$ cat config.mk
export PLATFORM = sky130hd
export DESIGN_NAME = dfi_coef_regs
export DESIGN_NICKNAME = d
export VERILOG_FILES = /design/src/rtl/dfi_pkg.sv /design/src/rtl/dfi_coef_regs.sv
export SDC_FILE = /design/constraint.sdc
export NUM_CORES = 1
export LEC_CHECK = 0
export BUFFER_PORTS_ARGS = -buffer_cell sky130_fd_sc_hd__buf_4
export CORE_MARGIN = 2
export CORE_UTILIZATION = 30
export CTS_BUF_LIST = sky130_fd_sc_hd__clkbuf_4
export DETAILED_ROUTE_END_ITERATION = 12
export MAX_ROUTING_LAYER = met4
export PLACE_DENSITY_LB_ADDON = 0.1
export SETUP_SLACK_MARGIN = 0.3
export SYNTH_ARGS = -nofsm -noshare
export SYNTH_HDL_FRONTEND = slang
export SYNTH_SLANG_ARGS = --single-unit
$ cat constraint.sdc
create_clock -name clk -period 0.9 [get_ports clk]
set_clock_uncertainty 0.1 [all_clocks]
set_input_delay 0.18 -clock clk [delete_from_list [all_inputs] [get_ports clk]]
set_output_delay 0.18 -clock clk [all_outputs]
set_load 0.02 [all_outputs]
$ cat src/rtl/dfi_pkg.sv
`timescale 1ns / 1ps
package dfi_pkg;

	localparam int ORDER          = 3;
	localparam int HIST_DEPTH     = 3;
	localparam int SAMPLE_WIDTH   = 16;
	localparam int COEF_WIDTH     = 18;
	localparam int COEF_FRAC_BITS = 14;
	localparam int NUM_REGS       = 2 * HIST_DEPTH + 2;
	localparam int CFG_ADDR_WIDTH = $clog2(NUM_REGS);

	// full product, sum of every tap, and the word left after the fraction drop
	localparam int PROD_WIDTH  = SAMPLE_WIDTH + COEF_WIDTH;
	localparam int ACC_WIDTH   = PROD_WIDTH + $clog2(2 * ORDER + 2);
	localparam int SHIFT_WIDTH = ACC_WIDTH - COEF_FRAC_BITS;

	typedef logic signed [SAMPLE_WIDTH-1:0]   sample_t;
	typedef logic signed [COEF_WIDTH-1:0]     coef_t;
	typedef logic [CFG_ADDR_WIDTH-1:0]        cfg_addr_t;
	typedef logic signed [PROD_WIDTH-1:0]     prod_t;
	typedef logic signed [ACC_WIDTH-1:0]      acc_t;
	typedef logic signed [SHIFT_WIDTH-1:0]    shifted_t;

	localparam coef_t    COEF_ONE   = coef_t'(1) <<< COEF_FRAC_BITS;
	localparam acc_t     ROUND_HALF = acc_t'(1) <<< (COEF_FRAC_BITS - 1);
	localparam shifted_t SAMPLE_MAX = (shifted_t'(1) <<< (SAMPLE_WIDTH - 1)) - shifted_t'(1);
	localparam shifted_t SAMPLE_MIN = -(shifted_t'(1) <<< (SAMPLE_WIDTH - 1));

	typedef enum logic [CFG_ADDR_WIDTH-1:0] {
		REG_COEF_B0        = CFG_ADDR_WIDTH'(0),
		REG_COEF_B1        = CFG_ADDR_WIDTH'(1),
		REG_COEF_B2        = CFG_ADDR_WIDTH'(2),
		REG_COEF_B3        = CFG_ADDR_WIDTH'(3),
		REG_COEF_A1        = CFG_ADDR_WIDTH'(4),
		REG_COEF_A2        = CFG_ADDR_WIDTH'(5),
		REG_COEF_A3        = CFG_ADDR_WIDTH'(6),
		REG_RECURSIVE_MODE = CFG_ADDR_WIDTH'(7)
	} cfg_reg_t;

	// b[k] weighs x[n-k]; a[k] weighs y[n-k-1]
	typedef struct packed {
		coef_t [HIST_DEPTH:0]   b;
		coef_t [HIST_DEPTH-1:0] a;
		logic                   recursive;
	} coef_set_t;

	// newest entry at index 0
	typedef struct packed {
		sample_t [HIST_DEPTH-1:0] x;
		sample_t [HIST_DEPTH-1:0] y;
	} hist_set_t;

endpackage

$ cat src/rtl/dfi_coef_regs.sv
`timescale 1ns / 1ps
module dfi_coef_regs (
	input  logic                clk,
	input  logic                arst_n,
	input  logic                wr_en,
	input  dfi_pkg::cfg_addr_t  wr_addr,
	input  dfi_pkg::coef_t      wr_data,
	output dfi_pkg::coef_set_t  coefs
);
	import dfi_pkg::*;

	coef_t [HIST_DEPTH:0]   b_q;
	coef_t [HIST_DEPTH-1:0] a_q;
	logic                   recursive_q;

	always_ff @(posedge clk or negedge arst_n) begin
		if (!arst_n) begin
			b_q         <= {{(HIST_DEPTH * COEF_WIDTH){1'b0}}, COEF_ONE};
			a_q         <= '0;
			recursive_q <= 1'b0;
		end else if (wr_en) begin
			case (cfg_reg_t'(wr_addr))
				REG_COEF_B0:        b_q[0] <= wr_data;
				REG_COEF_B1:        b_q[1] <= wr_data;
				REG_COEF_B2:        b_q[2] <= wr_data;
				REG_COEF_B3:        b_q[3] <= wr_data;
				REG_COEF_A1:        a_q[0] <= wr_data;
				REG_COEF_A2:        a_q[1] <= wr_data;
				REG_COEF_A3:        a_q[2] <= wr_data;
				REG_RECURSIVE_MODE: recursive_q <= wr_data[0];
				default:            ;
			endcase
		end
	end

	assign coefs.b         = b_q;
	assign coefs.a         = a_q;
	assign coefs.recursive = recursive_q;

endmodule

==> metrics.cfg <==
[floorplanning]
die_h_microns=131
core-area_sq_um=15900
ios=151
rows=46
die-area_sq_um=17300
die_x_microns=131
start_util=0.307

[sta]
clock.fmax_ghz=0.681
setup_tns_ns=-63.44
setup_ws_ns=-0.569
relSlewSlack=0.760
fin_crit_sh=1.63
worstMarginPinSlew_ns=0.359
hold_violations=254
finalCriticalPeriod_ns=1.47
rsz0062_at_grt=true
slew_violations=0
final-setup-viol-count=182
holdWs_ns=-0.458

[worst_setup_path]
arrival_ns=1.19
setup.worst_path.start_class=flip-flop
cp_max_fo=2
r2r_slack_ns=-0.23
max_stage_delay_ns=0.55
cpLargestDelayFamily=flip-flops
cpMaxStageDelayCell=dfstp_2
cp_data_required_time_ns=0.62
cp_cell_sequence=buf_6
cp.buffers_inverters=1
cp-end-kind=primary output
crit_type=reg -> out

[synth]
synth_fp_nets=301
yosys-mux-area-fraction=0.301
synth_cells=277
synth_top_family_by_area=multiplexers
synth_simple_gate_area_share=0.0226
yosys_warnings=0
yosysSeqAreaShare=0.652
avgSynthCellArea_sq_um=17.6
synthAdderAreaFrac=0
synth-compound-area-share=0
synth_xor_area_frac=0
synth_cell_types=13
ys_ff_latch=127
syn_area_sq_um=4870

[cts]
clock-sinks=127
cts_buffers=17
cts_tree=done
clk_latency_ns=0.52
cts-root-buf=clkbuf_4
cts_buffer_depth=2
ctsHtreeMaxLevel=4
clk_pin_slew_ns=0.12

[detailed_routing]
final_antenna_net_count=0
drt_wl_total_microns=13400
drtIter0Drc=84
drt_drc_violations_left=0
wl_per_cell_microns=18.4
drtPass1Iterations=6
vias=3196
via_per_inst=4.38

[place]
dp_slack_ns=-0.580
dpl.hpwl_microns=8550
io_buffers=150
globalplace.congestion=0.693

[power_and_ir_drop]
p_leak_nw=3.92
peakVddDrop_mv=1.43
p_per_area_nw_per_um2=2500

[grt]
grt_pass1_wl_microns=20500
grt_max_degree=66
grt_pass1_vias=3481
antenna_found_initial=1
grt_overflow=0
grt_usage=0.161

[layout]
layout-drive-gt1-share=0.867
seq_area_sq_um=3260
multi_input_area_sq_um=1950
nNetsFinal=523
fillCellCount=1395
area_growth_pct=69.2

[status]
status=finished with violations
violations=hold timing, setup timing

[run]
drv_cap=0

[hold_path]
hold_class=in -> async

cell families after synthesis:
logic type / Yosys count
flip-flops: 127
AND/OR/NAND/NOR: 8
buffers and inverters: 15
multiplexers: 127
through the flow:
step	power [mW]	util	std cells	hold WS (ns)	cell area, sq um
after CTS	20.2	0.498	704	-0.486	7920
after detailed placement	13.8	0.425	648	0.141	6750
final	20.6	0.519	729	-0.458	8250
after global placement	13.8	0.425	648	0.141	6750
after global routing	21.6	0.519	729	-0.500	8250
after floorplan	11.0	-	277	-0.216	5220
worst paths after layout:
check                      cells past startpoint         from          to
max                                            1    coefs[69]   coefs[69]
min                                            2       arst_n  coefs[125]
max reg2reg                                    4    coefs[69]   coefs[69]
min reg2reg                                    1     coefs[3]    coefs[3]
max in group asynchronous                      2       arst_n   coefs[69]
min in group clk                               2  wr_data[15]  coefs[106]
power by group:
| group | internal, mW | switching [mW] | total (mW) |
|---|---|---|---|
| clock network | 2.47 | 2.17 | 4.63 |
| registers | 7.09 | 1.02 | 8.11 |
| logic | 4.81 | 3.08 | 7.89 |
synthesized netlist by cell type, drive strengths merged:
library cell / number / area (sq um)
nor4bb: 1 / 10.0
nand4: 1 / 6.26
dfstp: 1 / 26.3
nand4b: 3 / 45.0
dfrtp: 126 / 3150
buf: 15 / 116
nor4b: 1 / 23.8
and4bb: 2 / 25.0
mux2: 127 / 1470
placed cells by master, fill, tap and decap left out:
cell type and n:
buf_6 168, mux2_4 106, dfrtp_1 64, dfrtp_2 62, buf_4 38, mux2_2 21
clkbuf_4 17, buf_12 12, bufinv_16 5, clkinv_4 4, nand4b_2 3, clkinv_1 3
clkinvlp_4 3, and4bb_2 2, diode_2 1, nor4b_4 1, nor4bb_4 1, nand4_1 1
dfstp_2 1
layer usage:
metal / part of all wire / routed length [microns] / GRT usage
met1: 0.44 / 5940 / 0.200
met2: 0.49 / 6540 / 0.246
met3: 0.065 / 868 / 0.0556
met4: 0.0068 / 91 / 0.0562
met5: 0 / 0 / -
layout make-up:
class,count,area share
Clock inverter,15,0.0266
Timing Repair Buffer,218,0.293
Sequential cell,127,0.395
Tap cell,216,0.0328
Antenna cell,1,0.000303
Clock buffer,17,0.0155
Multi-Input combinational cell,135,0.237
sequential cells by signal, indices dropped and copies added, names as in the netlist:
register,count
coefs,126
recursive_q,1
what timing repair did:
action                                 CTS  global route
gates cloned                             0             0
gates resized for setup                171            39
setup buffers                           24            24
setup endpoints to repair              254           254
endpoints found under the hold margin  254           254
No activity file was read; power rests on OpenSTA's default activity.
