--- src/rtl/dfi_pkg.sv ---
`timescale 1ns / 1ps
package dfi_pkg;

	localparam int ORDER          = 3;
	localparam int HIST_DEPTH     = 3;
	localparam int SAMPLE_WIDTH   = 16;
	localparam int COEF_WIDTH     = 18;
	localparam int COEF_FRAC_BITS = 14;
	localparam int NUM_REGS       = 2 * HIST_DEPTH + 2;
	localparam int CFG_ADDR_WIDTH = $clog2(NUM_REGS);

	// full product, sum of every tap, and the word left after the fraction drop
	localparam int PROD_WIDTH  = SAMPLE_WIDTH + COEF_WIDTH;
	localparam int ACC_WIDTH   = PROD_WIDTH + $clog2(2 * ORDER + 2);
	localparam int SHIFT_WIDTH = ACC_WIDTH - COEF_FRAC_BITS;

	typedef logic signed [SAMPLE_WIDTH-1:0]   sample_t;
	typedef logic signed [COEF_WIDTH-1:0]     coef_t;
	typedef logic [CFG_ADDR_WIDTH-1:0]        cfg_addr_t;
	typedef logic signed [PROD_WIDTH-1:0]     prod_t;
	typedef logic signed [ACC_WIDTH-1:0]      acc_t;
	typedef logic signed [SHIFT_WIDTH-1:0]    shifted_t;

	localparam coef_t    COEF_ONE   = coef_t'(1) <<< COEF_FRAC_BITS;
	localparam acc_t     ROUND_HALF = acc_t'(1) <<< (COEF_FRAC_BITS - 1);
	localparam shifted_t SAMPLE_MAX = (shifted_t'(1) <<< (SAMPLE_WIDTH - 1)) - shifted_t'(1);
	localparam shifted_t SAMPLE_MIN = -(shifted_t'(1) <<< (SAMPLE_WIDTH - 1));

	typedef enum logic [CFG_ADDR_WIDTH-1:0] {
		REG_COEF_B0        = CFG_ADDR_WIDTH'(0),
		REG_COEF_B1        = CFG_ADDR_WIDTH'(1),
		REG_COEF_B2        = CFG_ADDR_WIDTH'(2),
		REG_COEF_B3        = CFG_ADDR_WIDTH'(3),
		REG_COEF_A1        = CFG_ADDR_WIDTH'(4),
		REG_COEF_A2        = CFG_ADDR_WIDTH'(5),
		REG_COEF_A3        = CFG_ADDR_WIDTH'(6),
		REG_RECURSIVE_MODE = CFG_ADDR_WIDTH'(7)
	} cfg_reg_t;

	// b[k] weighs x[n-k]; a[k] weighs y[n-k-1]
	typedef struct packed {
		coef_t [HIST_DEPTH:0]   b;
		coef_t [HIST_DEPTH-1:0] a;
		logic                   recursive;
	} coef_set_t;

	// newest entry at index 0
	typedef struct packed {
		sample_t [HIST_DEPTH-1:0] x;
		sample_t [HIST_DEPTH-1:0] y;
	} hist_set_t;

endpackage

--- src/rtl/dfi_history.sv ---
`timescale 1ns / 1ps
module dfi_history (
	input  logic               clk,
	input  logic               arst_n,
	input  logic               shift_en,
	input  dfi_pkg::sample_t   x_new,
	input  dfi_pkg::sample_t   y_new,
	output dfi_pkg::hist_set_t hist
);
	import dfi_pkg::*;

	sample_t [HIST_DEPTH-1:0] x_hist_q;
	sample_t [HIST_DEPTH-1:0] y_hist_q;

	// advance both delay lines by one sample
	always_ff @(posedge clk or negedge arst_n) begin
		if (!arst_n) begin
			x_hist_q <= '0;
			y_hist_q <= '0;
		end else if (shift_en) begin
			for (int k = HIST_DEPTH - 1; k > 0; k--) begin
				x_hist_q[k] <= x_hist_q[k-1];
				y_hist_q[k] <= y_hist_q[k-1];
			end
			x_hist_q[0] <= x_new;
			y_hist_q[0] <= y_new;
		end
	end

	assign hist.x = x_hist_q;
	assign hist.y = y_hist_q;

endmodule

--- config.mk ---
export PLATFORM = sky130hd
export DESIGN_NAME = dfi_history
export DESIGN_NICKNAME = d
export VERILOG_FILES = /design/src/rtl/dfi_pkg.sv /design/src/rtl/dfi_history.sv
export SDC_FILE = /design/constraint.sdc
export NUM_CORES = 1
export LEC_CHECK = 0
export BUFFER_PORTS_ARGS = -buffer_cell sky130_fd_sc_hd__buf_2
export CAP_MARGIN = 20
export CORE_UTILIZATION = 40
export CTS_CLUSTER_SIZE = 20
export DETAILED_ROUTE_END_ITERATION = 6
export HOLD_SLACK_MARGIN = 0.1
export PLACE_DENSITY = 0.69
export SLEW_MARGIN = 30
export SYNTH_ARGS = -nofsm -noshare
export SYNTH_HDL_FRONTEND = slang
export SYNTH_SLANG_ARGS = --single-unit
--- constraint.sdc ---
create_clock -name clk -period 0.8 [get_ports clk]
set_input_delay 0.04 -clock clk [delete_from_list [all_inputs] [get_ports clk]]
set_output_delay 0.04 -clock clk [all_outputs]
set_load 0.005 [all_outputs]
==> reports/metrics.csv, run 1 <==
stage,metric,value,unit
run_status,status,"finished, violations left",
run_status,failing checks,negative setup slack,
clocking,Max clock buf depth,2,
synth,"Cell Area, Synth",3765,um^2
setup_path,Crit Path Category,flip-flop to flip-flop,
pwr,pwr dens,2248,nW/um^2
synth,synth top area cells,"dfrtp_1 (64%), mux2_2 (17%), mux2_4 (16%)",
sta,Max Freq,1053,MHz
setup_path,CP max-delay cell,dfrtp_1,
floorplanning,Initial Utilization,40.94,%
sta,final setup skew,7.496,ps
sta,relative slew slack,82.17,%
hold_path,worst hold path type,input pin to flip-flop,
floorplanning,area of the core,9196,um^2
pwr,Leak,3.036,nW
floorplanning,Die Height,99.02,um
floorplanning,IO Count,131,
setup_path,data required time at the worst endpoint,1030,ps
clocking,root buffer cell,clkbuf_8,
sta,Hold Fails Final Rpt,0,
routing,vias,2595,
setup_path,CP arrival,1180,ps
routing,routed length per instance,15.77,um
synth,main flop type after synthesis,dfrtp_1,
routing,final WL,8800,um
sta,# setup viols final,186,
finish,Syn-to-layout area delta,58.29,%
synth,Syn Area/Cell,18.55,um^2
setup_path,"Cell Chain, Critical Path",buf_4 -> mux2_4,
clocking,clk sinks,96,
clocking,Clock transition at path regs,90,ps
synth,top-count cell post-synth,dfrtp_1,
routing,vias per cell,4.651,
grt,initial antenna violation count,0,
grt,GRT Residual Overflow,0,
sta,Tcrit/Tclk final,118.7,%
routing,Detailed Route Iter0 Violations,46,
placed_design,DPL Wire Length,4751,um
routing,DR pass1 iterations,4,
floorplanning,Die ar.,9804,um^2
setup_path,CP endpoint kind,flip-flop,
synth,cell taking the most area after synthesis,dfrtp_1,
finish,n_diodes,0,
finish,"Cell Count, Final, Fillers Out",558,
setup_path,CP peak stage delay,420,ps
placed_design,gp weighted congestion,0.6595,
synth,Synth Net Count,238,
synth,sequential-to-total area share from yosys stat,63.81,%
sta,max-slew violation count,0,
sta,min Tclk post-route,950.0,ps
flow_run,maxcap violations,0,
pwr,peak supply drop,1.471,mV
grt,first-pass GRT wire length,13590,um
clocking,CTS Buf Count,9,
synth,async set-reset flop share out of synthesis,100.0,%
synth,top-area cell type share of the netlist area,63.81,%
setup_path,Crit Path Max Fanout,2,
routing,Remaining DRCs,0,
synth,Syn Inst Count,203,
sta,RSZ-0062 raised after global routing,true,
setup_path,"delay-heaviest family, CP",flip-flops,
finish,max reg flops,96,
clocking,htree depth,3,
sta,final setup margin,-150.0,ps
synth,Yosys warning total,0,
synth,commonest cells in the netlist,"dfrtp_1 (96), mux2_2 (56), mux2_4 (40)",
setup_path,startpoint types,flip-flop,
synth,"EDFF count, synth",0,
finish,share of post-route cells with drive strength above 1,71.14,%
finish,Final #Nets,477,
placed_design,port bufs,130,
sta,worst-margin pin slew,267.4,ps
routing,DRT antenna net count,0,
placed_design,placed cell count,441,
clocking,CTS tree,done,
floorplanning,Core Rows,35,
pwr,Tot Pwr,13.40,mW
grt,GRT Util Overall,17.84,%
grt,largest net degree at the start of global routing,51,
grt,number of global-route vias before repair,2718,
synth,Cell variety after synth,7,
setup_path,buffers and inverters on the worst path,1,
floorplanning,Die W,99.02,um
synth,Seq cells post-synth,96,
clocking,worst skew pair latency,350,ps
## layout by cell type, fill, tap and decap left out
cell type,count
buf_4,16
clkbuf_8,11
mux2_4,69
bufinv_16,3
dfrtp_1,96
buf_2,128
mux2_2,27
dlygate4sd3_1,33
buf_6,58
buf_12,4
clkinvlp_4,1
clkinv_2,1
## routing by layer
metal | vias to the layer above | wire length (um) | track usage [%]
li1 | 1184 | - | -
met1 | 1307 | 3827 | 22.19
met2 | 99 | 4369 | 30.12
met3 | 5 | 555 | 6.170
met4 | 0 | 48 | 3.789
met5 | - | 0 | 0
## worst paths after layout
path / start / end / slack (ps) / cells after the start
min in group asynchronous: arst_n / hist[75] / 230 / 3
max in group asynchronous: arst_n / hist[41] / 320 / 3
hold / removal: shift_en / hist[53] / 180 / 3
setup / recovery: hist[48] / hist[48] / -150 / 2
hold reg to reg: hist[32] / hist[32] / 510 / 1
setup reg to reg: hist[48] / hist[48] / -150 / 2
## repair_timing
action	4_1_cts	5_1_grt
hold buffers	33	0
buffers inserted	59	9
endpoints found under the hold margin	128	0
pin swaps	0	0
gates resized for setup	12	75
endpoints found under the setup margin	101	186
## kinds of logic (layout without fill, tap and decap cells)
logic type  count (synthesis)  in the layout  synth area share (%)
mux                        96             96                 32.70
buf+inv                    11            255                 3.489
flops                      96             96                 63.81
## metrics by stage
step / util (%) / hold WS [ps] / instance area, um^2 / setup slack (ps) / setup TNS [ps]
2_1_floorplan: - / -255.6 / 3774 / -31.59 / -1263
3_3_place_gp: 49.35 / 48.12 / 4538 / -118.9 / -7631
3_5_place_dp: 49.35 / 53.91 / 4538 / -152.1 / -9704
4_1_cts: 61.01 / 151.8 / 5610 / -156.7 / -19500
5_1_grt: 64.80 / 161.1 / 5959 / -199.4 / -25790
6_report: 64.80 / 179.6 / 5959 / -150.0 / -19060
## report_power, final
group / internal, mW / leakage [nW] / switching [mW]
Combinational: 2.35 / 1.79 / 1.10
Clock: 2.24 / 0.126 / 1.63
Sequential: 5.57 / 1.13 / 0.499
Total: 10.2 / 3.04 / 3.23
## area by class of cell
class,count,area [um^2]
multi-input cells,96,1340
repair buffers,239,1824
fillers,665,3237
clock inverters,5,102.6
well taps,111,138.9
flip-flops and latches,96,2402
clock buffers,11,151.4
## worst register-to-register path, stage by stage (launching register included)
cell and delay (ps):
dfrtp_1 420, buf_4 150, mux2_4 270
Power figures use the tool's default switching activity.
==> run 2, diff against run 1 <==
Settings changed: BUFFER_PORTS_ARGS -buffer_cell sky130_fd_sc_hd__buf_2 to -buffer_cell sky130_fd_sc_hd__buf_4.
==> run 2 against run 1 <==
  * Worst hold slack lost 95 ps
  * Combinational power grew 28%
  * Routed wire length grew 10%
  * Maximum frequency shrank 0.66%
  * Sequential power grew 3%
  * Clock skew grew 1.3 ps
  * Clock-buffer cell count grew 1
  * Non-clock buffer count grew 2
  * First-iteration DRC count grew 22%
  * Final cell count grew 0.36%
  * Global-route usage grew 1.4 points
  * The flow still finishes with violations (negative setup slack)
==> reports/metrics.csv, run 2 (synthesized netlist as in run 1, its figures left out) <==
stage,metric,value,unit,change
clocking,worst skew pair latency,350,ps,about the same
sta,relative slew slack,82.97,%,was 82.17%
routing,DRT antenna net count,0,,unchanged
finish,share of post-route cells with drive strength above 1,70.82,%,was 71.14%
clocking,Max clock buf depth,2,,unchanged
finish,Syn-to-layout area delta,75.27,%,was 58.29%
grt,GRT Util Overall,19.23,%,was 17.84%
setup_path,Crit Path Category,flip-flop to output port,,was flip-flop to flip-flop
floorplanning,IO Count,131,,unchanged
finish,n_diodes,0,,unchanged
finish,FILL cells,580,,was 665
setup_path,CP endpoint kind,output port,,was flip-flop
finish,post-layout util,71.76,%,was 64.80%
finish,area of the multi-input gates,1351,um^2,was 1340 um^2
setup_path,CP arrival,920,ps,was 1180 ps
floorplanning,Die Height,99.02,um,unchanged
pwr,Leak,3.238,nW,was 3.036 nW
sta,final setup margin,-156.3,ps,was -150.0 ps
routing,final WL,9712,um,was 8800 um
setup_path,R2R depth,2,,unchanged
setup_path,worst reg-to-reg setup slack,-140,ps,was -150 ps
sta,Tcrit/Tclk final,119.5,%,was 118.7%
floorplanning,Initial Utilization,40.94,%,unchanged
setup_path,CP peak stage delay,430,ps,was 420 ps
sta,RSZ-0062 raised after global routing,true,,unchanged
grt,first-pass GRT wire length,14590,um,was 13590 um
routing,vias per cell,4.698,,was 4.651
finish,"most common cell after layout, fill and taps aside",buf_6,,was buf_2
clocking,"Hold-fix buffers, CTS",33,,unchanged
grt,met2 Use GR,31.85,%,was 30.12%
floorplanning,area of the core,9196,um^2,unchanged
routing,routed length per instance,17.34,um,was 15.77 um
setup_path,Reg-to-Reg End,hist[52],,was hist[48]
setup_path,startpoint types,flip-flop,,unchanged
sta,Max Freq,1046,MHz,was 1053 MHz
sta,final setup skew,8.789,ps,was 7.496 ps
clocking,CTS Buf Count,9,,unchanged
placed_design,DPL Wire Length,4781,um,was 4751 um
hold_path,worst hold path type,input pin to async pin,,was input pin to flip-flop
run_status,status,"finished, violations left",,unchanged
grt,met3 usage,5.957,%,was 6.170%
grt,gr busiest metal,met2,,unchanged
floorplanning,Die ar.,9804,um^2,unchanged
routing,DR pass1 iterations,4,,unchanged
sta,# setup viols final,190,,was 186
finish,max reg flops,96,,unchanged
clocking,Clock transition at path regs,100,ps,was 90 ps
floorplanning,Die W,99.02,um,unchanged
grt,number of global-route vias before repair,2783,,was 2718
floorplanning,Core Rows,35,,unchanged
setup_path,worst r2r src,hist[52],,was hist[48]
sta,worst-margin pin slew,255.4,ps,was 267.4 ps
clocking,clk sinks,96,,unchanged
setup_path,buffers and inverters on the worst path,1,,unchanged
clocking,root buffer cell,clkbuf_8,,unchanged
finish,Reg area,2402,um^2,unchanged
setup_path,"Cell Chain, Critical Path",buf_6,,was buf_4 -> mux2_4
flow_run,maxcap violations,0,,unchanged
grt,met1 Usage GRT,24.01,%,was 22.19%
setup_path,CP max-delay cell,dfrtp_1,,unchanged
grt,GRT Residual Overflow,0,,unchanged
setup_path,"delay-heaviest family, CP",flip-flops,,unchanged
pwr,Tot Pwr,13.56,mW,was 13.40 mW
routing,Detailed Route Iter0 Violations,56,,was 46
grt,initial antenna violation count,0,,unchanged
sta,Hold Fails Final Rpt,0,,unchanged
finish,Final #Nets,479,,was 477
setup_path,data required time at the worst endpoint,760,ps,was 1030 ps
finish,most frequent cells in the layout,"buf_6 (157), dfrtp_1 (96), mux2_4 (72), buf_4 (47), dlygate4sd3_1 (33)",,"was buf_2 (128), dfrtp_1 (96), mux2_4 (69), buf_6 (58), dlygate4sd3_1 (33)"
sta,max-slew violation count,0,,unchanged
routing,vias,2631,,was 2595
sta,Setup TNS Final,-21020,ps,was -19060 ps
sta,min Tclk post-route,956.3,ps,was 950.0 ps
pwr,pwr dens,2055,nW/um^2,was 2248 nW/um^2
clocking,htree depth,3,,unchanged
grt,largest net degree at the start of global routing,47,,was 51
clocking,CTS tree,done,,unchanged
placed_design,gp weighted congestion,0.6938,,was 0.6595
pwr,peak supply drop,1.217,mV,was 1.471 mV
routing,Remaining DRCs,0,,unchanged
placed_design,port bufs,130,,unchanged
setup_path,Crit Path Max Fanout,2,,unchanged
run_status,failing checks,negative setup slack,,unchanged
[run 2: repair_timing]
action                                 CTS  global route
gates resized for setup                131            58
setup endpoints to repair              100           192
setup buffers                           60             9
endpoints found under the hold margin  129            12
[run 2: layout make-up]
class / instances / share of cell area, %
Clock inverter: 4 / 0.4551
Timing Repair Buffer: 241 / 38.36
Sequential cell: 96 / 36.40
Multi-Input combinational cell: 96 / 20.48
Clock buffer: 12 / 2.199
Tap cell: 111 / 2.105
[run 2: worst max-delay path by stage]
stage | from | end | slack (ps) | depth (start not counted)
after floorplan | shift_en | hist[16] | -30 | 4
after global placement | shift_en | hist[3] | -140 | 3
after detailed placement | shift_en | hist[11] | -160 | 3
after CTS | hist[23] | hist[23] | -160 | 1
after global routing | hist[70] | hist[70] | -200 | 1
final | hist[70] | hist[70] | -160 | 1
[run 2: per-stage QoR]
| step | std cells | instance area [um^2] | setup slack (ps) | hold WS, ps |
|---|---|---|---|---|
| 3_3_place_gp | 442 | 4866 | -138.5 | -101.1 |
| 4_1_cts | 551 | 6314 | -164.4 | 63.36 |
| 6_report | 560 | 6599 | -156.3 | 84.99 |
| 5_1_grt | 560 | 6599 | -199.0 | 75.90 |
| 2_1_floorplan | 203 | 3774 | -31.59 | -255.6 |
| 3_5_place_dp | 442 | 4866 | -161.3 | -99.31 |
[run 2: per-layer routing]
metal | vias up | part of all wire [%]
li1 | 1188 | -
met1 | 1333 | 42
met2 | 98 | 51
met3 | 12 | 6.5
met4 | 0 | 0.82
met5 | - | 0
[run 2: power by group]
part	leakage (nW)	total [mW]	switching, mW	internal, mW
registers	1.13	6.24	0.664	5.58
clock network	0.0748	2.89	1.67	1.22
logic	2.04	4.43	1.19	3.24
